--- config.mk ---
export PLATFORM = sky130hd
export DESIGN_NAME = gprd_fifo
export DESIGN_NICKNAME = d
export VERILOG_FILES = /design/src/design/gprd_fifo.sv
export SDC_FILE = /design/constraint.sdc
export NUM_CORES = 1
export LEC_CHECK = 0
export BUFFER_PORTS_ARGS = -buffer_cell sky130_fd_sc_hd__buf_2
export CORE_AREA = 2 2 39 41
export DETAILED_ROUTE_END_ITERATION = 12
export DIE_AREA = 0 0 41 43
export HOLD_SLACK_MARGIN = 0.08
export PLACE_DENSITY_LB_ADDON = 0.08
export SYNTH_ARGS = -nofsm -noshare
export SYNTH_HDL_FRONTEND = slang
export SYNTH_SLANG_ARGS = --single-unit
--- constraint.sdc ---
create_clock -name clk -period 1.8 [get_ports clk]
set_input_delay 0.27 -clock clk [delete_from_list [all_inputs] [get_ports clk]]
set_output_delay 0.27 -clock clk [all_outputs]
set_load 0.02 [all_outputs]
--- src/design/gprd_fifo.sv ---
`timescale 1ns / 1ps

module gprd_fifo #(
  parameter type T     = logic,
  parameter int  DEPTH = 2
) (
  input  logic                         clk,
  input  logic                         rst_n,
  input  logic                         push,
  input  T                             din,
  output logic                         full,
  input  logic                         pop,
  output T                             dout,
  output logic                         empty,
  output logic [$clog2(DEPTH+1)-1:0]   count
);

  localparam int PW = $clog2(DEPTH);
  localparam int CW = $clog2(DEPTH + 1);

  T                mem_r [DEPTH];
  logic [PW-1:0]   wr_ptr_r, wr_ptr_nxt;
  logic [PW-1:0]   rd_ptr_r, rd_ptr_nxt;
  logic [CW-1:0]   cnt_r, cnt_nxt;
  logic            do_push, do_pop;

  assign empty   = (cnt_r == '0);
  assign full    = (cnt_r == CW'(DEPTH));
  assign count   = cnt_r;
  assign dout    = mem_r[rd_ptr_r];
  assign do_pop  = pop && !empty;
  assign do_push = push && (!full || do_pop);

  // pointer and occupancy update
  always_comb begin
    wr_ptr_nxt = wr_ptr_r;
    rd_ptr_nxt = rd_ptr_r;
    cnt_nxt    = cnt_r;
    if (do_push) begin
      wr_ptr_nxt = (wr_ptr_r == PW'(DEPTH - 1)) ? '0 : wr_ptr_r + PW'(1);
    end
    if (do_pop) begin
      rd_ptr_nxt = (rd_ptr_r == PW'(DEPTH - 1)) ? '0 : rd_ptr_r + PW'(1);
    end
    if (do_push && !do_pop) begin
      cnt_nxt = cnt_r + CW'(1);
    end else if (do_pop && !do_push) begin
      cnt_nxt = cnt_r - CW'(1);
    end
  end

  always_ff @(posedge clk) begin
    if (!rst_n) begin
      wr_ptr_r <= '0;
      rd_ptr_r <= '0;
      cnt_r    <= '0;
    end else begin
      wr_ptr_r <= wr_ptr_nxt;
      rd_ptr_r <= rd_ptr_nxt;
      cnt_r    <= cnt_nxt;
    end
  end

  // entry storage
  always_ff @(posedge clk) begin
    if (do_push) begin
      mem_r[wr_ptr_r] <= din;
    end
  end

  // a beat offered while full with no pop would be dropped
  a_no_overflow: assert property (@(posedge clk) disable iff (!rst_n)
    !(push && full && !pop))
    else $error("fifo push while full");

  a_count_range: assert property (@(posedge clk) disable iff (!rst_n)
    cnt_r <= CW'(DEPTH))
    else $error("fifo count out of range");

endmodule

* Yosys cells after proc, flatten, opt, wreduce, memory -nomap -nowiden
Memories as Yosys holds them, arrays and structs flattened. A register that Yosys moved wholly into a read port is not among the register bits.
Index checks and enable logic that the tools add are counted.
** Word-level totals
- Memories :: 1
- Input bits :: 5
- Flip-flop bits (word level) :: 4
- Memory bits (writable) :: 2
- Logic and storage cells :: 28
** Cells by class
- Reductions and logical operators :: 11
- Muxes and demuxes :: 8
- Equal/unequal tests :: 1
- Add/subtract/negate cells :: 4
** Memories
- mem_r :: words 2, width 1, rd ports 1, clocked after memory_dff 1, wr ports 1, line 21 : T mem_r [DEPTH];
** Operators by type and width (count)
- 1-bit two-way mux :: 6
- 1-bit logical AND :: 4
- 1-bit logical NOT :: 4
- 2-bit two-way mux :: 2
- 1-bit adder (second input constant) :: 2
- 2-bit by 1-bit adder with 2-bit output (second input constant) :: 1
- 2-bit == test (second input constant) :: 1
- 2-bit logical NOT :: 1
- 2-bit nonzero test :: 1
- 2-bit by 1-bit subtractor with 2-bit output (second input constant) :: 1
- 1-bit logical OR :: 1

* Longest topological paths before layout
- Depth in word-level cells :: 9
- Depth in mapped cells :: 6
- Depth with buffers taken out :: 6

* Least setup slack after synthesis
OpenSTA, ideal clock, no wires.
- Path kind :: reg-to-reg
- From :: register cnt_r[1] (netlist: count[1])
- To :: register cnt_r[1] (netlist: count[1])
- Slack :: -0.114 ns
- Library setup time :: 0.070 ns
- Arrival time :: 1.844 ns
- Cell stages (with the launch flop) :: 6
- Cells stage by stage :: dfxtp_1 > nor2b_1 > a21boi_2 > ha_1 > or3_1 > a21boi_1
** On the way
- Elaborated cells between the ends (all ways) :: 16
- Those cells by class :: add/sub (2); eq/ne (1); mux (2); reduce/logical (11)
** RTL lines
- start: declaration :: line 24 : logic [CW-1:0] cnt_r, cnt_nxt;
- start signal: assignment :: line 60 : cnt_r <= cnt_nxt;
- 2-bit == test (*) :: line 28 : assign full = (cnt_r == CW'(DEPTH));
- named net full :: line 11 : output logic full,
- 1-bit logical NOT (*) :: line 32 : assign do_push = push && (!full || do_pop);
- 1-bit logical OR (*) :: line 32
- 1-bit logical AND (*) :: line 32
- 1-bit logical NOT :: line 47 : end else if (do_pop && !do_push) begin
- 1-bit logical AND :: line 47
- 2-bit nonzero test (no line)
The timed path passes the listed nets; every way through them passes the cells marked *. The select of a mux whose other input is x is not followed.
A chain may end at the register's enable or synchronous reset.

* Worst setup path in the final report
- From :: register cnt_r[1] (netlist: count[1])
- To :: register cnt_r[1] (netlist: count[1])
** On the way
- Word-level cells in the longest chain between the ends :: 8
- Elaborated cells between the ends (all ways) :: 16
- Those cells by class :: add/sub (2); eq/ne (1); mux (2); reduce/logical (11)
** RTL lines
- 2-bit logical NOT :: line 27 : assign empty = (cnt_r == '0);
- 1-bit logical NOT :: line 31 : assign do_pop = pop && !empty;
- 1-bit logical AND :: line 31
- 1-bit logical OR :: line 32
- 1-bit logical AND :: line 32
- 1-bit logical NOT :: line 47
- 1-bit logical AND :: line 47
- 2-bit nonzero test (no line)
Several ways; a longest one is shown, not always the timed one. The select of a mux whose other input is x is not followed.

==> impl_metrics.yaml <==
outcome:
  status: "complete, no violations"
power:
  ir_drop_mv: 0.429
  p_leak_nw: 0.177
  p_comb_share_pct: 39.8
  clkPwrFrac_pct: 21.6
  seqPwrFrac_pct: 38.6
  finalPower_mw: 0.632
  power_density_nw_per_um2: 1560
  p_int_mw: 0.409
  p_sw_share_pct: 35.2
  p_switching_mw: 0.222
floorplan:
  dieHeight_um: 43
  die_x_um: 41
  core_um2: 1380
  start_util_pct: 22.4
  io_pins: 10
  die_area_um2: 1760
  row_count: 14
run:
  maxCapViolCount: 0
route:
  postRouteAntennaNets: 0
  first_pass_iters: 1
  wl_per_cell_um: 8.56
  via_count: 224
  routed_wl_um: 488
  vias_per_cell: 3.93
  drt_iter0_drc: 0
  drc: 0
sta:
  fmax_mhz: 629
  finalSetupTns_ns: 0
  hold_viol: 0
  finalHoldWorstSlack_ns: 0.213
  max_slew_margin_pct: 85.2
  final.period_utilization_pct: 88.3
  clock_skew_ns: 0.00239
  tightestPinTransition_ns: 0.222
  final_max_slew_viol_count: 0
  finalSetupViolations: 0
  setup_slack_ns: 0.210
  min_period_ns: 1.59
  rsz0062_at_grt: "no"
synth:
  syn_inst: 28
  seq_area_frac_synth_pct: 51.6
  yosysUniqueCellTypes: 18
  synth_nets: 34
  postSynthAreaPerCell_um2: 11.1
  ys_warn_count: 0
  synth_seq_cells: 7
  synth_area_um2: 310
clock_tree:
  numCtsBuffers: 3
  path_clk_slew_ns: 0.05
  ctsLongestPathBuffers: 2
  cts_sinks: 7
  ctsResizeCount: 0
  hold_buffers: 0
  post-cts-setup-buffer-count: 0
  htreeDepth: 1
  clk_latency_ns: 0.24
  cts_tree: "done"
  root_buffer: "clkbuf_4"
grt:
  grt_use_total_pct: 7.96
  grt-ovfl-total: 0
  antenna_found_initial: 0
  grt_max_degree: 7
  grt_pass1_wl_um: 855
  first_global_vias: 220
hold_path:
  hold_path.class: "primary input to register"
  whs_path_depth: 1
  min_from: "din"
  hold_end: "mem_r[0]"
layout:
  fill_cells: 151
  n_antenna_cell: 0
  drive_above_1_share_pct: 36.6
  finalNonFillerCells: 57
  nets: 48
  final_cell_mix: "buf_2 (9), dfxtp_1 (5), and2_1 (4)"
  syn2layout_area_growth_pct: 30.2
  final_common_cell: "buf_2"
setup_path:
  cp-end-kind: "register"
  rr_startpoint: "count[1]"
  cp.required_ns: 1.98
  critical_path_peak_fanout: 6
  worstSetupStartpoint: "count[1]"
  critPathLaunchType: "register"
  arrival_ns: 1.77
  reg2reg_depth: 5
  rrSetupSlack_ns: 0.21
  path_class: "register to register"
  regToRegEndpoint: "count[1]"
placement:
  portBuffers: 9
  gp_congestion: 0.759
  post-place-ws_ns: 0.202
  place_inst: 53
[how the worst max path moves through the flow]
stage,endpoint,cells past startpoint
after CTS,count[1],5
after global routing,count[1],5
after detailed placement,count[1],5
after global placement,count[1],5
after floorplan,count[1],5
final,count[1],5
[cells in the mapped netlist]
cell type  count  share of area, %
dfxtp_1        5                32
and2_1         4               8.1
edfxtp_1       2                19
nor2b_1        2               4.0
xnor2_1        2               5.6
a21boi_1       1               2.4
a21boi_2       1               3.6
ha_1           1               4.0
inv_1          1               1.2
mux2_2         1               3.6
mux2i_1        1               3.2
nand2_1        1               1.2
nand2b_1       1               2.0
nor2_1         1               1.2
o21ai_0        1               1.6
o21ai_1        1               1.6
or3_1          1               2.0
xor2_1         1               2.8
[cells by family (layout without fill, tap and decap cells)]
family	Yosys count	in the layout	share of synthesized area (%)
AND/OR/NAND/NOR	10	10	18.5
adder cells (fa/ha/maj)	1	1	4.03
AO/OA/AOI/OAI	4	4	9.27
XOR/XNOR	3	3	8.47
flip-flops	7	7	51.6
buffers and inverters	1	14	1.21
multiplexers	2	2	6.85
[cell type report]
| cell class | instances | area, um^2 | area share [%] |
|---|---|---|---|
| clock buffer | 4 | 26.3 | 6.50 |
| tap | 16 | 20.0 | 4.95 |
| timing repair buffer | 9 | 45.0 | 11.1 |
| inverter | 1 | 3.75 | 0.929 |
| multi-input combinational | 20 | 149 | 36.8 |
| sequential | 7 | 160 | 39.6 |
[power groups by stage]
stage	combinational (mW)	sequential, mW	clock (mW)
global placement	0.256	0.245	0
CTS	0.256	0.246	0.147
floorplan	0.168	0.265	0
global route	0.285	0.253	0.163
finish	0.251	0.244	0.136
detailed placement	0.254	0.249	0
[routing by layer]
metal	up-vias	track usage (%)	share of wire, %
met5	-	0	0
met3	0	9.42	3.7
met1	99	7.79	47
li1	122	-	-
met4	0	2.00	0
met2	3	10.6	49
[critical path, cell delays in order, from the launching register on]
cell and delay, ns:
dfxtp_1 0.34, nor2b_2 0.17, a21boi_2 0.22, ha_1 0.30, or3_1 0.35, a21boi_1 0.14
[metrics by stage]
step | cell area [um^2] | utilization, %
after global routing | 404 | 29.2
final | 404 | 29.2
after global placement | 378 | 27.3
after floorplan | 313 | -
after detailed placement | 378 | 27.3
after CTS | 404 | 29.2
No activity file was read; power rests on OpenSTA's default activity.
