<file path="config.mk">
export PLATFORM = sky130hd
export DESIGN_NAME = gprd_front
export DESIGN_NICKNAME = d
export VERILOG_FILES = /design/src/design/gprd_pkg.sv /design/src/design/gprd_front.sv
export SDC_FILE = /design/constraint.sdc
export NUM_CORES = 1
export LEC_CHECK = 0
export ABC_AREA = 1
export BUFFER_PORTS_ARGS = -buffer_cell sky130_fd_sc_hd__buf_2
export CAP_MARGIN = 10
export CORE_MARGIN = 1.5
export CORE_UTILIZATION = 40
export DETAILED_ROUTE_END_ITERATION = 8
export MAX_ROUTING_LAYER = met4
export PLACE_DENSITY = 0.64
export SYNTH_ARGS = -nofsm -noshare
export SYNTH_HDL_FRONTEND = slang
export SYNTH_SLANG_ARGS = --single-unit
</file>
<file path="constraint.sdc">
create_clock -name clk -period 3.6 [get_ports clk]
set_input_delay 1.08 -clock clk [delete_from_list [all_inputs] [get_ports clk]]
set_output_delay 1.08 -clock clk [all_outputs]
set_load 0.03 [all_outputs]
</file>
<file path="src/design/gprd_pkg.sv">
`timescale 1ns / 1ps

package gprd_pkg;

  // report ids
  localparam logic [7:0] ID_SUBCMD = 8'h21;
  localparam logic [7:0] ID_FULL   = 8'h30;
  localparam logic [7:0] ID_SIMPLE = 8'h3F;

  // capture window and minimum lengths
  localparam int KEEP_BYTES     = 14;
  localparam int FULL_MIN_LEN   = 49;
  localparam int SIMPLE_MIN_LEN = 12;
  localparam int POS_MAX        = 63;

  // stick scaling: (raw - center) * max / divisor, divide by reciprocal multiply
  localparam int CENTER      = 2000;
  localparam int DIVISOR     = 1500;
  localparam int RECIP_SHIFT = 37;
  localparam logic [26:0] RECIP_MULT =
    27'(((64'd1 << RECIP_SHIFT) + 64'(DIVISOR) - 64'd1) / 64'(DIVISOR));

  localparam int NUM_STICKS = 4;

  typedef enum logic [1:0] {
    ST_FULL    = 2'd0,
    ST_SIMPLE  = 2'd1,
    ST_SHORT   = 2'd2,
    ST_UNKNOWN = 2'd3
  } status_t;

  typedef logic signed [1:0] axis_t;

  // classified report handed from front to back
  typedef struct packed {
    status_t                         status;
    logic [7:0]                      id;
    logic [7:0]                      timer;
    logic [7:0]                      battery;
    logic [7:0]                      ack;
    logic [15:0]                     buttons;
    axis_t                           dpad_v;
    axis_t                           dpad_h;
    logic                            scale;
    logic [NUM_STICKS-1:0][15:0]     sticks;
  } frame_t;

  // decoded result
  typedef struct packed {
    status_t                         status;
    logic [7:0]                      id;
    logic [7:0]                      timer;
    logic [7:0]                      battery;
    logic [7:0]                      ack;
    logic [15:0]                     buttons;
    axis_t                           dpad_v;
    axis_t                           dpad_h;
    logic [NUM_STICKS-1:0][15:0]     sticks;
  } result_t;

  // three-level axis: low xor negated high
  function automatic axis_t dpad_axis(input logic lo, input logic hi);
    return axis_t'({hi, lo ^ hi});
  endfunction

endpackage

</file>
<file path="src/design/gprd_front.sv">
`timescale 1ns / 1ps

module gprd_front (
  input  logic            clk,
  input  logic            rst_n,
  input  logic            in_push,
  input  logic [7:0]      in_data_byte,
  input  logic            in_last_byte,
  input  logic            stall,
  output logic            frame_valid,
  output gprd_pkg::frame_t frame
);

  logic [5:0]  pos_r, pos_nxt;
  logic [7:0]  cap_r [gprd_pkg::KEEP_BYTES];
  logic [7:0]  c     [gprd_pkg::KEEP_BYTES];
  logic [6:0]  len;
  logic        fire;

  assign fire        = in_push && !stall;
  assign frame_valid = fire && in_last_byte;
  assign len         = {1'b0, pos_r} + 7'd1;

  // byte position, saturating, cleared after the last beat
  always_comb begin
    pos_nxt = pos_r;
    if (fire) begin
      if (in_last_byte) begin
        pos_nxt = '0;
      end else if (pos_r != 6'(gprd_pkg::POS_MAX)) begin
        pos_nxt = pos_r + 6'd1;
      end
    end
  end

  always_ff @(posedge clk) begin
    if (!rst_n) begin
      pos_r <= '0;
    end else begin
      pos_r <= pos_nxt;
    end
  end

  // keep the head of the report
  always_ff @(posedge clk) begin
    if (fire && (pos_r < 6'(gprd_pkg::KEEP_BYTES))) begin
      cap_r[pos_r[3:0]] <= in_data_byte;
    end
  end

  // captured bytes with the current beat merged in
  always_comb begin
    for (int i = 0; i < gprd_pkg::KEEP_BYTES; i++) begin
      c[i] = (pos_r == 6'(i)) ? in_data_byte : cap_r[i];
    end
  end

  // classify the report and pull out its raw fields
  always_comb begin
    frame        = '0;
    frame.id     = c[0];
    frame.status = gprd_pkg::ST_UNKNOWN;
    unique case (c[0]) inside
      gprd_pkg::ID_SUBCMD, gprd_pkg::ID_FULL: begin
        if (len < 7'(gprd_pkg::FULL_MIN_LEN)) begin
          frame.status = gprd_pkg::ST_SHORT;
        end else begin
          frame.status    = gprd_pkg::ST_FULL;
          frame.timer     = c[1];
          frame.battery   = c[2];
          frame.ack       = (c[0] == gprd_pkg::ID_SUBCMD) ? c[13] : 8'd0;
          frame.buttons   = {c[5][7:6], c[4][5:0], c[3]};
          frame.dpad_v    = gprd_pkg::dpad_axis(c[5][0], c[5][1]);
          frame.dpad_h    = gprd_pkg::dpad_axis(c[5][2], c[5][3]);
          frame.scale     = 1'b1;
          frame.sticks[0] = {4'd0, c[7][3:0], c[6]};
          frame.sticks[1] = {4'd0, c[8], c[7][7:4]};
          frame.sticks[2] = {4'd0, c[10][3:0], c[9]};
          frame.sticks[3] = {4'd0, c[11], c[10][7:4]};
        end
      end
      gprd_pkg::ID_SIMPLE: begin
        if (len < 7'(gprd_pkg::SIMPLE_MIN_LEN)) begin
          frame.status = gprd_pkg::ST_SHORT;
        end else begin
          frame.status      = gprd_pkg::ST_SIMPLE;
          frame.buttons[5]  = c[1][4];
          frame.buttons[4]  = c[1][5];
          frame.buttons[8]  = c[2][0];
          frame.buttons[9]  = c[2][1];
          frame.buttons[11] = c[2][2];
          frame.buttons[10] = c[2][3];
          frame.buttons[15:12] = c[2][7:4];
          frame.dpad_v      = gprd_pkg::dpad_axis(c[1][0], c[1][3]);
          frame.dpad_h      = gprd_pkg::dpad_axis(c[1][1], c[1][2]);
          frame.sticks[0]   = {c[5], c[4]};
          frame.sticks[1]   = {c[7], c[6]};
          frame.sticks[2]   = {c[9], c[8]};
          frame.sticks[3]   = {c[11], c[10]};
        end
      end
      default: begin
        frame.status = gprd_pkg::ST_UNKNOWN;
      end
    endcase
  end

  // position restarts after every report
  a_pos_restart: assert property (@(posedge clk) disable iff (!rst_n)
    (fire && in_last_byte) |=> (pos_r == 6'd0))
    else $error("byte position not cleared after last beat");

endmodule

</file>
=== Yosys cells after proc, flatten, opt, wreduce, memory -nomap -nowiden ===
Memory sizes are Yosys's and may differ from the RTL's.
Cells that the tools add are included.

* Register bits: 6
* RAM bits: 112
* Input bits: 13
* Output and inout port bits: 120
* Logic and storage cells: 69
* Memories kept: 1

* Add/sub/neg operators: 2
* Order comparisons: 3
* Equal/unequal tests: 16
* Mux-type cells: 34
* Bitwise operators: 4
* Reduce and logical (&&, ||, !) cells: 8

{| class="wikitable"
|+ Memories
! name !! depth !! bits a word !! read ports !! clocked after memory_dff !! wr ports !! line !! text
|-
| cap_r || 14 || 8 || 13 || 0 || 1 || gprd_front.sv:15 || <nowiki>logic [7:0] cap_r [gprd_pkg::KEEP_BYTES];</nowiki>
|}

{| class="wikitable"
|+ Operators with widths
! cell !! count
|-
| 64-bit case mux with 2 select lines || 1
|-
| 8-bit 2-to-1 mux || 15
|-
| 109-bit 2-to-1 mux || 1
|-
| 64-bit 2-to-1 mux || 1
|-
| 6-bit by 4-bit equality test with 1-bit output, second input constant || 5
|-
| 6-bit by 3-bit equality test with 1-bit output, second input constant || 4
|-
| 8-bit by 6-bit equality test with 1-bit output, second input constant || 3
|-
| 24-bit 2-to-1 mux || 1
|-
| 8-bit case mux with 2 select lines || 1
|-
| 6-bit by 2-bit equality test with 1-bit output, second input constant || 2
|-
| 6-bit 2-to-1 mux || 2
|-
| 2-bit 2-to-1 mux || 4
|-
| 4-bit 2-to-1 mux || 2
|-
| 2-bit case mux with 2 select lines || 2
|-
| 4-bit case mux with 2 select lines || 1
|-
| 6-bit by 1-bit adder with 7-bit output, second input constant || 1
|-
| 7-bit by 4-bit less-than comparator with 1-bit output, second input constant || 1
|-
| 7-bit by 6-bit less-than comparator with 1-bit output, second input constant || 1
|-
| 6-bit by 1-bit adder with 6-bit output, second input constant || 1
|-
| 6-bit by 1-bit equality test with 1-bit output, second input constant || 1
|-
| 6-bit zero test || 1
|-
| 6-bit by 4-bit less-than comparator with 1-bit output, second input constant || 1
|-
| 6-bit != test, second input constant || 1
|-
| 1-bit bitwise XOR || 4
|-
| other kinds (6) || 10
|}

=== Logic depth before layout (Yosys ltp) ===
Gate-level depths: netlist (run 1).

* Word-level depth: 6
* Mapped depth: 14
* Depth with buffers taken out: 13

=== Least setup slack after synthesis (run 1) ===
Ideal clock, no wire load.

* Path type: input to output
* Start point: in in_data_byte[5]
* End point: out frame[54] (netlist name)
* Arrival: 2951 ps
* Required time: 2520 ps
* Path slack: -431 ps
* Cell stages on the path: 9
* Path buffers: 1
* Path through: inv_1 -> o21ai_1 -> nand2_1 -> nor2_2 -> nand2_2 -> nor2_4 -> inv_2 -> buf_2 -> o21ai_0

{| class="wikitable"
|+ RTL lines
! item !! line !! text
|-
| start: declaration || gprd_front.sv:7 || <nowiki>input logic [7:0] in_data_byte,</nowiki>
|-
| end: declaration || gprd_front.sv:11 || <nowiki>output gprd_pkg::frame_t frame</nowiki>
|}

==> results.cfg, run 1 <==
[outcome]
status = finished, violations left
violations_in_the_final_reports = setup timing

[sta]
setup_repair_after_global_routing_missed_its_margin = yes
final.period_utilization_pct = 101
layout_min_cycle_time_ns = 3.65
timing.final.setup_violations = 33
fmax_mhz = 274
finalClockSkew_ns = 0.00571
timing.hold.ws_ns = 0.519
final-hold-violation-count = 0
setup_total_negative_slack_ns = -0.508
timing_max_transition_violations_final = 0
max_slew_margin_pct = 29.8
max_slew.worst_pin.slew_ns = 1.05
final_critical_path_setup_slack_ns = -0.0537

[yosys]
syn-num-nets = 787
yosysMostFrequentCell = sky130_fd_sc_hd__nand2_1
synth_edf_count = 104
syn-mean-instance-area_um2 = 8.16
synthesized_flop_and_latch_total = 110
yosys.cell_types.count = 32
ys.flop_type = sky130_fd_sc_hd__edfxtp_1
ffs_w_async_s_r_synth_pct = 0
synth.top_cells.by_area = sky130_fd_sc_hd__edfxtp_1, sky130_fd_sc_hd__nand2_1, sky130_fd_sc_hd__o21ai_0
synth_largest_type_area_fraction_pct = 49.7
yosysTopAreaCell = sky130_fd_sc_hd__edfxtp_1
yosysWarningCount = 0
synth-seq-area-share_pct = 51.6
ys_top_cells_by_count = sky130_fd_sc_hd__nand2_1, sky130_fd_sc_hd__edfxtp_1, sky130_fd_sc_hd__o21ai_0
post_synth_instance_area_um2 = 6290
synthesis.instances = 770

[power_and_ir_drop]
switchingPower_w = 0.000642
pwr-share-clk_pct = 36.9
internal_power_w = 0.00204
irDropWorstVdd_uv = 208
power.switching_fraction_pct = 23.9
pwr-share-seq_pct = 52.5
power.static_leakage_nw = 4.39
power_per_cell_area_nw_per_um2 = 275
comb_power_share_pct = 10.6

[drt]
via_per_inst = 5.40
drcViolationCount = 0
totalWireLength_mm = 24.2
route.antenna.remaining_nets = 0
wl_per_cell_um = 19.9
route.vias.total = 6560
drt-initial-drc-count = 706
drt_first_pass_iters = 6

[clock_tree]
clk-insertion-delay-late_ns = 0.36
tritoncts = done
cts_root_buffer_type = sky130_fd_sc_hd__clkbuf_16
cts.sink_count = 110
clock_tree.buffer_depth = 2
cts_made_buffers = 9
cts_max_level = 3
path_clk_slew_ns = 0.07
cts_hold_buffers = 0

[flow_run]
max_cap_viol_count = 0

[global_routing]
grt_antenna_before_repair = 0
grt_use_total_pct = 26.4
wire_length_of_the_first_global_routing_pass_mm = 31.5
largest_net_degree_at_the_start_of_global_routing = 24
number_of_global_route_vias_before_repair = 5639
global_route.overflow_total = 0

[setup_path]
critical_path.cell_chain = buf_6 -> inv_2 -> nand4_1 -> nand2_2 -> nand2_4 -> nor2_4 -> buf_6 -> nand4_1 -> buf_6 -> clkbuf_16 -> nor2_4 -> buf_6
worstSetupEndpointType = output pin
critical-path-top-cell-by-count = sky130_fd_sc_hd__buf_6
crit_arrival_ns = 2.57
cp_data_required_time_ns = 2.52
crit_fanout = 7
startpoint_type = primary input
critical_path.slowest_cell = sky130_fd_sc_hd__buf_6
path_class = primary input to output pin
cp_slowest_stage_delay_ns = 0.22

[final_layout]
syn2layout_area_growth_pct = 55.4
post-route-cell-area_um2 = 9770
number_of_nets_in_the_final_layout = 1016
drive_gt1_share_pct = 44.9
nFillCells = 1198
insertedDiodeCount = 0

[floorplan]
core_area_um2 = 15300
chip_height_um = 128
fp.dieW_um = 128
io_pins = 133
count_of_standard_cell_rows = 45
floorplan.die_area_um2 = 16500
floorplan.initialDensity_pct = 41.2

[placement]
postPlaceCellArea_um2 = 7640
gpl.final_weighted_congestion = 0.992
detailed_place_hpwl_mm = 14.4
portBuffers = 132

[worst_hold_path]
worst_hold_path_type = flip-flop to flip-flop
power groups by stage:
stage | Sequential [W] | Clock (W) | Combinational (W)
3_5_place_dp | 0.00144 | 0 | 0.000228
2_1_floorplan | 0.00144 | 0 | 0.000105
3_3_place_gp | 0.00144 | 0 | 0.000228
5_1_grt | 0.00141 | 0.00103 | 0.000299
4_1_cts | 0.00141 | 0.000993 | 0.000260
6_report | 0.00141 | 0.000989 | 0.000285
through the flow:
| step | power, W | cells | util (%) | setup WS, ns |
|---|---|---|---|---|
| 6_report | 0.00268 | 1214 | 64.0 | -0.0537 |
| 5_1_grt | 0.00274 | 1214 | 64.0 | -0.130 |
| 4_1_cts | 0.00266 | 1182 | 55.8 | -0.0463 |
| 3_5_place_dp | 0.00166 | 1150 | 50.1 | -0.142 |
| 3_3_place_gp | 0.00166 | 1150 | 50.1 | -0.134 |
| 2_1_floorplan | 0.00154 | 770 | - | -0.0986 |
worst max-delay path, delay by kind of cell:
family,cells,cell delay [ns]
buffers and inverters,6,0.79
AND/OR/NAND/NOR,6,0.69
per-layer routing:
| metal | vias up | track usage (%) | wire length, µm |
|---|---|---|---|
| met2 | 370 | 42.3 | 11900 |
| met3 | 77 | 3.91 | 2100 |
| li1 | 3040 | - | - |
| met1 | 3073 | 34.0 | 9330 |
| met5 | - | - | 0 |
| met4 | 0 | 10.2 | 896 |
cell families (layout without fill, tap and decap cells):
logic type,Yosys count,count (layout),share of synthesized area (%)
xor+xnor,4,4,0.557
fa+ha+maj,4,4,0.796
compound gates,124,124,10.2
buf+inv,97,329,7.34
flops,110,110,51.6
simple gates,431,432,29.5
what timing repair did:
item | CTS | global route
buffers inserted | 13 | 23
gates resized for setup | 128 | 319
pin swaps | 11 | 59
gates cloned | 4 | 12
endpoints found under the setup margin | 111 | 111
sequential cells by signal, summed over array words and instances, names as in the netlist:
name / flops
cap_r: 104
pos_r: 6
cell usage in the layout, fill, tap and decap left out, types with 3 or more instances in the layout:
cell                        count
sky130_fd_sc_hd__nand2_2       62
sky130_fd_sc_hd__o211ai_1       3
sky130_fd_sc_hd__nand3_4        3
sky130_fd_sc_hd__clkbuf_4       5
sky130_fd_sc_hd__buf_8          6
sky130_fd_sc_hd__dfxtp_2        3
sky130_fd_sc_hd__clkbuf_16     18
sky130_fd_sc_hd__inv_4          4
sky130_fd_sc_hd__nor3_1         6
sky130_fd_sc_hd__inv_2          9
sky130_fd_sc_hd__nand2_4       23
sky130_fd_sc_hd__dfxtp_4        3
sky130_fd_sc_hd__edfxtp_1     104
sky130_fd_sc_hd__o21ai_1       31
sky130_fd_sc_hd__nand4_1       29
sky130_fd_sc_hd__nor4_1         7
sky130_fd_sc_hd__buf_6         85
sky130_fd_sc_hd__xor2_1         3
sky130_fd_sc_hd__buf_4        111
sky130_fd_sc_hd__a21oi_1       25
sky130_fd_sc_hd__buf_2         35
sky130_fd_sc_hd__nor2_2        10
sky130_fd_sc_hd__nand2_1      224
sky130_fd_sc_hd__nand3_1       13
sky130_fd_sc_hd__nor2_1        20
sky130_fd_sc_hd__clkinv_2       3
sky130_fd_sc_hd__nor2_4        19
sky130_fd_sc_hd__o21ai_0       44
sky130_fd_sc_hd__o21ai_2       15
sky130_fd_sc_hd__buf_12        11
sky130_fd_sc_hd__nand3_2       12
sky130_fd_sc_hd__inv_1         35
cell type report:
class | instances | area (µm²) | area share [%]
Inverter | 52 | 215 | 2.20
Clock inverter | 4 | 48.8 | 0.500
Multi-Input combinational cell | 564 | 3210 | 32.9
Clock buffer | 11 | 233 | 2.38
Tap cell | 211 | 264 | 2.70
Timing Repair Buffer | 262 | 2540 | 26.0
Sequential cell | 110 | 3260 | 33.4
final timing paths:
kind	to	cells after the start	slack (ns)	from
max	frame[104]	12	-0.05	in_data_byte[7]
min	pos_r[5]	2	0.52	pos_r[5]
max reg2reg	cap_r[4][3]	6	1.28	pos_r[5]
min reg2reg	pos_r[5]	2	0.52	pos_r[5]
Note: power is estimated with default switching activity, not from simulation.
==> run 2, diff against run 1 <==
==> constraint.sdc (replaced) <==
create_clock -name clk -period 3.5 [get_ports clk]
set_input_delay 1.05 -clock clk [delete_from_list [all_inputs] [get_ports clk]]
set_output_delay 1.05 -clock clk [all_outputs]
set_load 0.03 [all_outputs]
==> results.cfg, run 2 (synthesized netlist as in run 1, its figures left out) <==
[sta]
max_slew_margin_pct = 29.9
final_critical_path_setup_slack_ns = -0.218
setup_total_negative_slack_ns = -7.84
timing.final.setup_violations = 94
final.period_utilization_pct = 106
finalClockSkew_ns = 0.0105
layout_min_cycle_time_ns = 3.72
timing.hold.ws_ns = 0.509
setup_repair_after_global_routing_missed_its_margin = yes
fmax_mhz = 269
timing_max_transition_violations_final = 0
max_slew.worst_pin.slew_ns = 1.05
final-hold-violation-count = 0

[setup_path]
startpoint_type = primary input
rr_worst_depth = 6
path_class = primary input to output pin
crit_arrival_ns = 2.67
timing.critical_path.to = frame[96]
critPathLaunch = in_data_byte[6]
critical_path.reg2reg.startpoint = pos_r[5]
timing.rr.end = cap_r[6][3]
worstSetupEndpointType = output pin
crit_fanout = 10
cp_data_required_time_ns = 2.45
reg2reg_setup_slack_ns = 1.14

[floorplan]
core_area_um2 = 15300
io_pins = 133
floorplan.initialDensity_pct = 41.2
chip_height_um = 128
floorplan.die_area_um2 = 16500
fp.dieW_um = 128
count_of_standard_cell_rows = 45

[global_routing]
global_route.overflow_total = 0
wire_length_of_the_first_global_routing_pass_mm = 33.4
grt_antenna_before_repair = 0
number_of_global_route_vias_before_repair = 5895
grt_use_total_pct = 28.0
largest_net_degree_at_the_start_of_global_routing = 24

[clock_tree]
cts_made_buffers = 9
path_clk_slew_ns = 0.06
tritoncts = done
cts.sink_count = 110
cts_hold_buffers = 0
cts_max_level = 3
cts_root_buffer_type = sky130_fd_sc_hd__clkbuf_16
clk-insertion-delay-late_ns = 0.36
clock_tree.buffer_depth = 2

[final_layout]
number_of_nets_in_the_final_layout = 1025
final_instance_count_excl_fillers = 1223
most-common-layout-cells = sky130_fd_sc_hd__nand2_1, sky130_fd_sc_hd__buf_4, sky130_fd_sc_hd__edfxtp_1
drive_gt1_share_pct = 47.4
nFillCells = 1133
layout.core_utilization_pct = 66.5
largest_register_ffs = 104
post-route-cell-area_um2 = 10100
insertedDiodeCount = 0
syn2layout_area_growth_pct = 61.4
layout_commonest_cell = sky130_fd_sc_hd__nand2_1

[power_and_ir_drop]
power_per_cell_area_nw_per_um2 = 274
power.switching_fraction_pct = 24.0
pwr-share-clk_pct = 36.5
internal_power_w = 0.00211
switchingPower_w = 0.000668
pwr-share-seq_pct = 52.1
comb_power_share_pct = 11.5
irDropWorstVdd_uv = 238
power.static_leakage_nw = 4.53

[worst_hold_path]
worst_hold_path_type = flip-flop to flip-flop

[drt]
wl_per_cell_um = 20.9
totalWireLength_mm = 25.6
via_per_inst = 5.60
route.antenna.remaining_nets = 0
drt-initial-drc-count = 785
drcViolationCount = 0
drt_first_pass_iters = 6
route.vias.total = 6847

[flow_run]
max_cap_viol_count = 0

[placement]
portBuffers = 132
gpl.final_weighted_congestion = 1.03
place_inst = 1151
postPlaceCellArea_um2 = 7660
detailed_place_hpwl_mm = 14.6

[outcome]
violations_in_the_final_reports = setup timing
status = finished, violations left
[run 2: timing repair]
item,CTS,global route
pin swaps,20,54
buffers inserted,34,9
endpoints found under the setup margin,111,110
gates cloned,6,10
resized for setup,208,300
[run 2: worst min-delay path by stage]
| stage | cells past startpoint | slack (ns) | end | start |
|---|---|---|---|---|
| detailed placement | 2 | 0.52 | pos_r[1] | pos_r[1] |
| finish | 2 | 0.51 | pos_r[5] | pos_r[5] |
| global route | 2 | 0.53 | pos_r[5] | pos_r[5] |
| global placement | 2 | 0.51 | pos_r[1] | pos_r[1] |
| floorplan | 2 | 0.48 | pos_r[1] | pos_r[1] |
| CTS | 2 | 0.50 | pos_r[1] | pos_r[1] |
[run 2: worst max-delay path: stages]
cell and delay (ns):
sky130_fd_sc_hd__buf_8 0.10, sky130_fd_sc_hd__inv_4 0.05, sky130_fd_sc_hd__nand4_1 0.08, sky130_fd_sc_hd__nand2_1 0.11, sky130_fd_sc_hd__nand2_2 0.11, sky130_fd_sc_hd__nor2_4 0.16, sky130_fd_sc_hd__buf_6 0.11, sky130_fd_sc_hd__nand4_1 0.18
sky130_fd_sc_hd__buf_6 0.21, sky130_fd_sc_hd__buf_12 0.14, sky130_fd_sc_hd__nor2_1 0.16, sky130_fd_sc_hd__buf_4 0.20
[run 2: layer usage]
metal	part of all wire, %	global-route usage, %	vias to the layer above
li1	-	-	3077
met1	38	35.5	3236
met5	0	-	-
met4	4.5	12.6	0
met3	8.3	3.87	93
met2	50	45.0	441
[run 2: final cells by class]
| cell class | instances | area (µm²) | share of cell area [%] |
|---|---|---|---|
| clock buffer | 10 | 229 | 2.26 |
| sequential | 110 | 3260 | 32.1 |
| multi-input combinational | 564 | 3390 | 33.4 |
| timing repair buffer | 271 | 2740 | 27.0 |
| inverter | 52 | 218 | 2.15 |
| tap | 211 | 264 | 2.60 |
| clock inverter | 5 | 51.3 | 0.506 |
[run 2: through the flow]
stage	total power (W)	setup WS, ns
3_5_place_dp	0.00171	-0.161
6_report	0.00278	-0.218
4_1_cts	0.00275	-0.0672
2_1_floorplan	0.00159	-0.139
5_1_grt	0.00285	-0.303
3_3_place_gp	0.00171	-0.158
[run 2: power groups by stage]
stage | Sequential (W) | Combinational [W] | Clock, W
after floorplan | 0.00148 | 0.000108 | 0
after global placement | 0.00148 | 0.000235 | 0
after detailed placement | 0.00148 | 0.000237 | 0
after CTS | 0.00145 | 0.000288 | 0.00102
after global routing | 0.00145 | 0.000328 | 0.00107
final | 0.00145 | 0.000318 | 0.00101
==> run 3, diff against run 2 <==
==> constraint.sdc (replaced) <==
create_clock -name clk -period 4.7 [get_ports clk]
set_input_delay 1.41 -clock clk [delete_from_list [all_inputs] [get_ports clk]]
set_output_delay 1.41 -clock clk [all_outputs]
set_load 0.03 [all_outputs]
==> results.cfg, run 3 (synthesized netlist as in run 1, its figures left out) <==
[setup_path]
cp_depth = 12
critical_path.cell_chain = buf_2 -> inv_1 -> buf_4 -> nor2_1 -> nor2_1 -> nor2_2 -> nand3_4 -> nor2_8 -> buf_4 -> nand2_1 -> o21ai_0 -> buf_2
crit_arrival_ns = 3.03
timing.critical_path.buf_inv = 5
worstSetupEndpointType = output pin
reg2reg_setup_slack_ns = 2.54
path_delay_family = buffers and inverters
critical_path.slowest_cell = sky130_fd_sc_hd__buf_4
cp_slowest_stage_delay_ns = 0.25
rr_worst_depth = 4
startpoint_type = primary input
path_class = primary input to output pin
cp_data_required_time_ns = 3.29
crit_fanout = 19

[power_and_ir_drop]
power.static_leakage_nw = 3.58
irDropWorstVdd_uv = 140
power_per_cell_area_nw_per_um2 = 265
power_w = 0.00202

[clock_tree]
post_cts.repair.setup_buffers = 0
path_clk_slew_ns = 0.07
cts_root_buffer_type = sky130_fd_sc_hd__clkbuf_16
clk-insertion-delay-late_ns = 0.36
clock_tree.buffer_depth = 2
post_cts_resize_count = 0
cts_made_buffers = 9
cts.sink_count = 110
cts_max_level = 3
tritoncts = done
cts_hold_buffers = 0

[sta]
final-hold-violation-count = 0
final.period_utilization_pct = 94.6
max_slew.worst_pin.slew_ns = 0.907
timing.final.setup_violations = 0
max_slew_margin_pct = 39.3
setup_total_negative_slack_ns = 0
timing.hold.ws_ns = 0.525
timing_max_transition_violations_final = 0
layout_min_cycle_time_ns = 4.44
final_critical_path_setup_slack_ns = 0.255
fmax_mhz = 225
setup_repair_after_global_routing_missed_its_margin = no
finalClockSkew_ns = 0.00799

[drt]
drt-initial-drc-count = 517
drt_first_pass_iters = 5
via_per_inst = 5.13
drcViolationCount = 0
wl_per_cell_um = 17.8
totalWireLength_mm = 20.1
route.vias.total = 5791
route.antenna.remaining_nets = 0

[floorplan]
chip_height_um = 128
floorplan.die_area_um2 = 16500
io_pins = 133
floorplan.initialDensity_pct = 41.2
core_area_um2 = 15300
count_of_standard_cell_rows = 45
fp.dieW_um = 128

[worst_hold_path]
worst_hold_path.num_cells = 2
worst_hold_path_type = flip-flop to flip-flop

[final_layout]
nFillCells = 1479
number_of_nets_in_the_final_layout = 929
total_area_of_sequential_cells_um2 = 3240
largest_register_ffs = 104
drive_gt1_share_pct = 23.3
multi_input_gate_area_in_the_final_layout_um2 = 2580
layout_commonest_cell = sky130_fd_sc_hd__nand2_1
most-common-layout-cells = sky130_fd_sc_hd__nand2_1, sky130_fd_sc_hd__buf_2, sky130_fd_sc_hd__edfxtp_1
layout.core_utilization_pct = 49.9
syn2layout_area_growth_pct = 21.1

[global_routing]
number_of_global_route_vias_before_repair = 5205
grt_use_total_pct = 25.5
grt_antenna_before_repair = 1
global_route.overflow_total = 0
largest_net_degree_at_the_start_of_global_routing = 47
wire_length_of_the_first_global_routing_pass_mm = 30.4

[placement]
placement.setup.worst_slack_ns = 0.226
gpl.final_weighted_congestion = 0.905
portBuffers = 132
detailed_place_hpwl_mm = 14.2

[flow_run]
max_cap_viol_count = 0

[outcome]
status = finished clean
## run 3: cell types whose count changed in the layout (fill, tap and decap cells not counted), moves of 12 or more
cell,delta
sky130_fd_sc_hd__buf_6,-92
sky130_fd_sc_hd__o21ai_1,-18
sky130_fd_sc_hd__nor2_1,+20
sky130_fd_sc_hd__o21ai_0,+28
sky130_fd_sc_hd__a21oi_1,+12
sky130_fd_sc_hd__buf_2,+115
sky130_fd_sc_hd__nand2_2,-66
sky130_fd_sc_hd__buf_4,-89
sky130_fd_sc_hd__nand3_1,+12
sky130_fd_sc_hd__nand2_1,+100
sky130_fd_sc_hd__nand2_4,-34
## run 3: worst reg2reg max path, cell delays in order (launching register included)
cell	delay (ns)
sky130_fd_sc_hd__dfxtp_1	0.63
sky130_fd_sc_hd__nand2_2	0.16
sky130_fd_sc_hd__o211ai_1	0.76
sky130_fd_sc_hd__nor3_1	0.13
sky130_fd_sc_hd__buf_4	0.23
## run 3: metrics by stage
stage | instance area [µm²] | std cells
after detailed placement | 7310 | 1112
after global routing | 7610 | 1129
after global placement | 7310 | 1112
after floorplan | 6290 | 770
after CTS | 7610 | 1128
final | 7610 | 1129
## run 3: cell type report
cell class	count	area share [%]
repair buffers	176	13.5
flip-flops and latches	110	42.6
well taps	211	3.47
inverters	52	2.56
clock buffers	9	2.96
multi-input cells	563	33.9
clock inverters	7	0.937
diodes	1	0.0329
## run 3: report_power, final
group          internal [W]  switching (W)
clock              0.000416       0.000365
combinational     0.0000407       0.000118
sequential          0.00108     0.00000223
## run 3: per-layer routing
metal  part of all wire (%)  up-vias  track usage (%)
met1                     44     2620             34.3
met3                    7.8       28             3.28
li1                       -     2861                -
met4                    2.0        0             8.13
met2                     47      282             40.4
met5                      0        -                -
## run 3: path summary, 6_finish.rpt
path                      end            start
setup / recovery    frame[84]  in_data_byte[5]
setup reg to reg  cap_r[7][4]         pos_r[2]
hold reg to reg      pos_r[1]         pos_r[1]
hold / removal       pos_r[1]         pos_r[1]
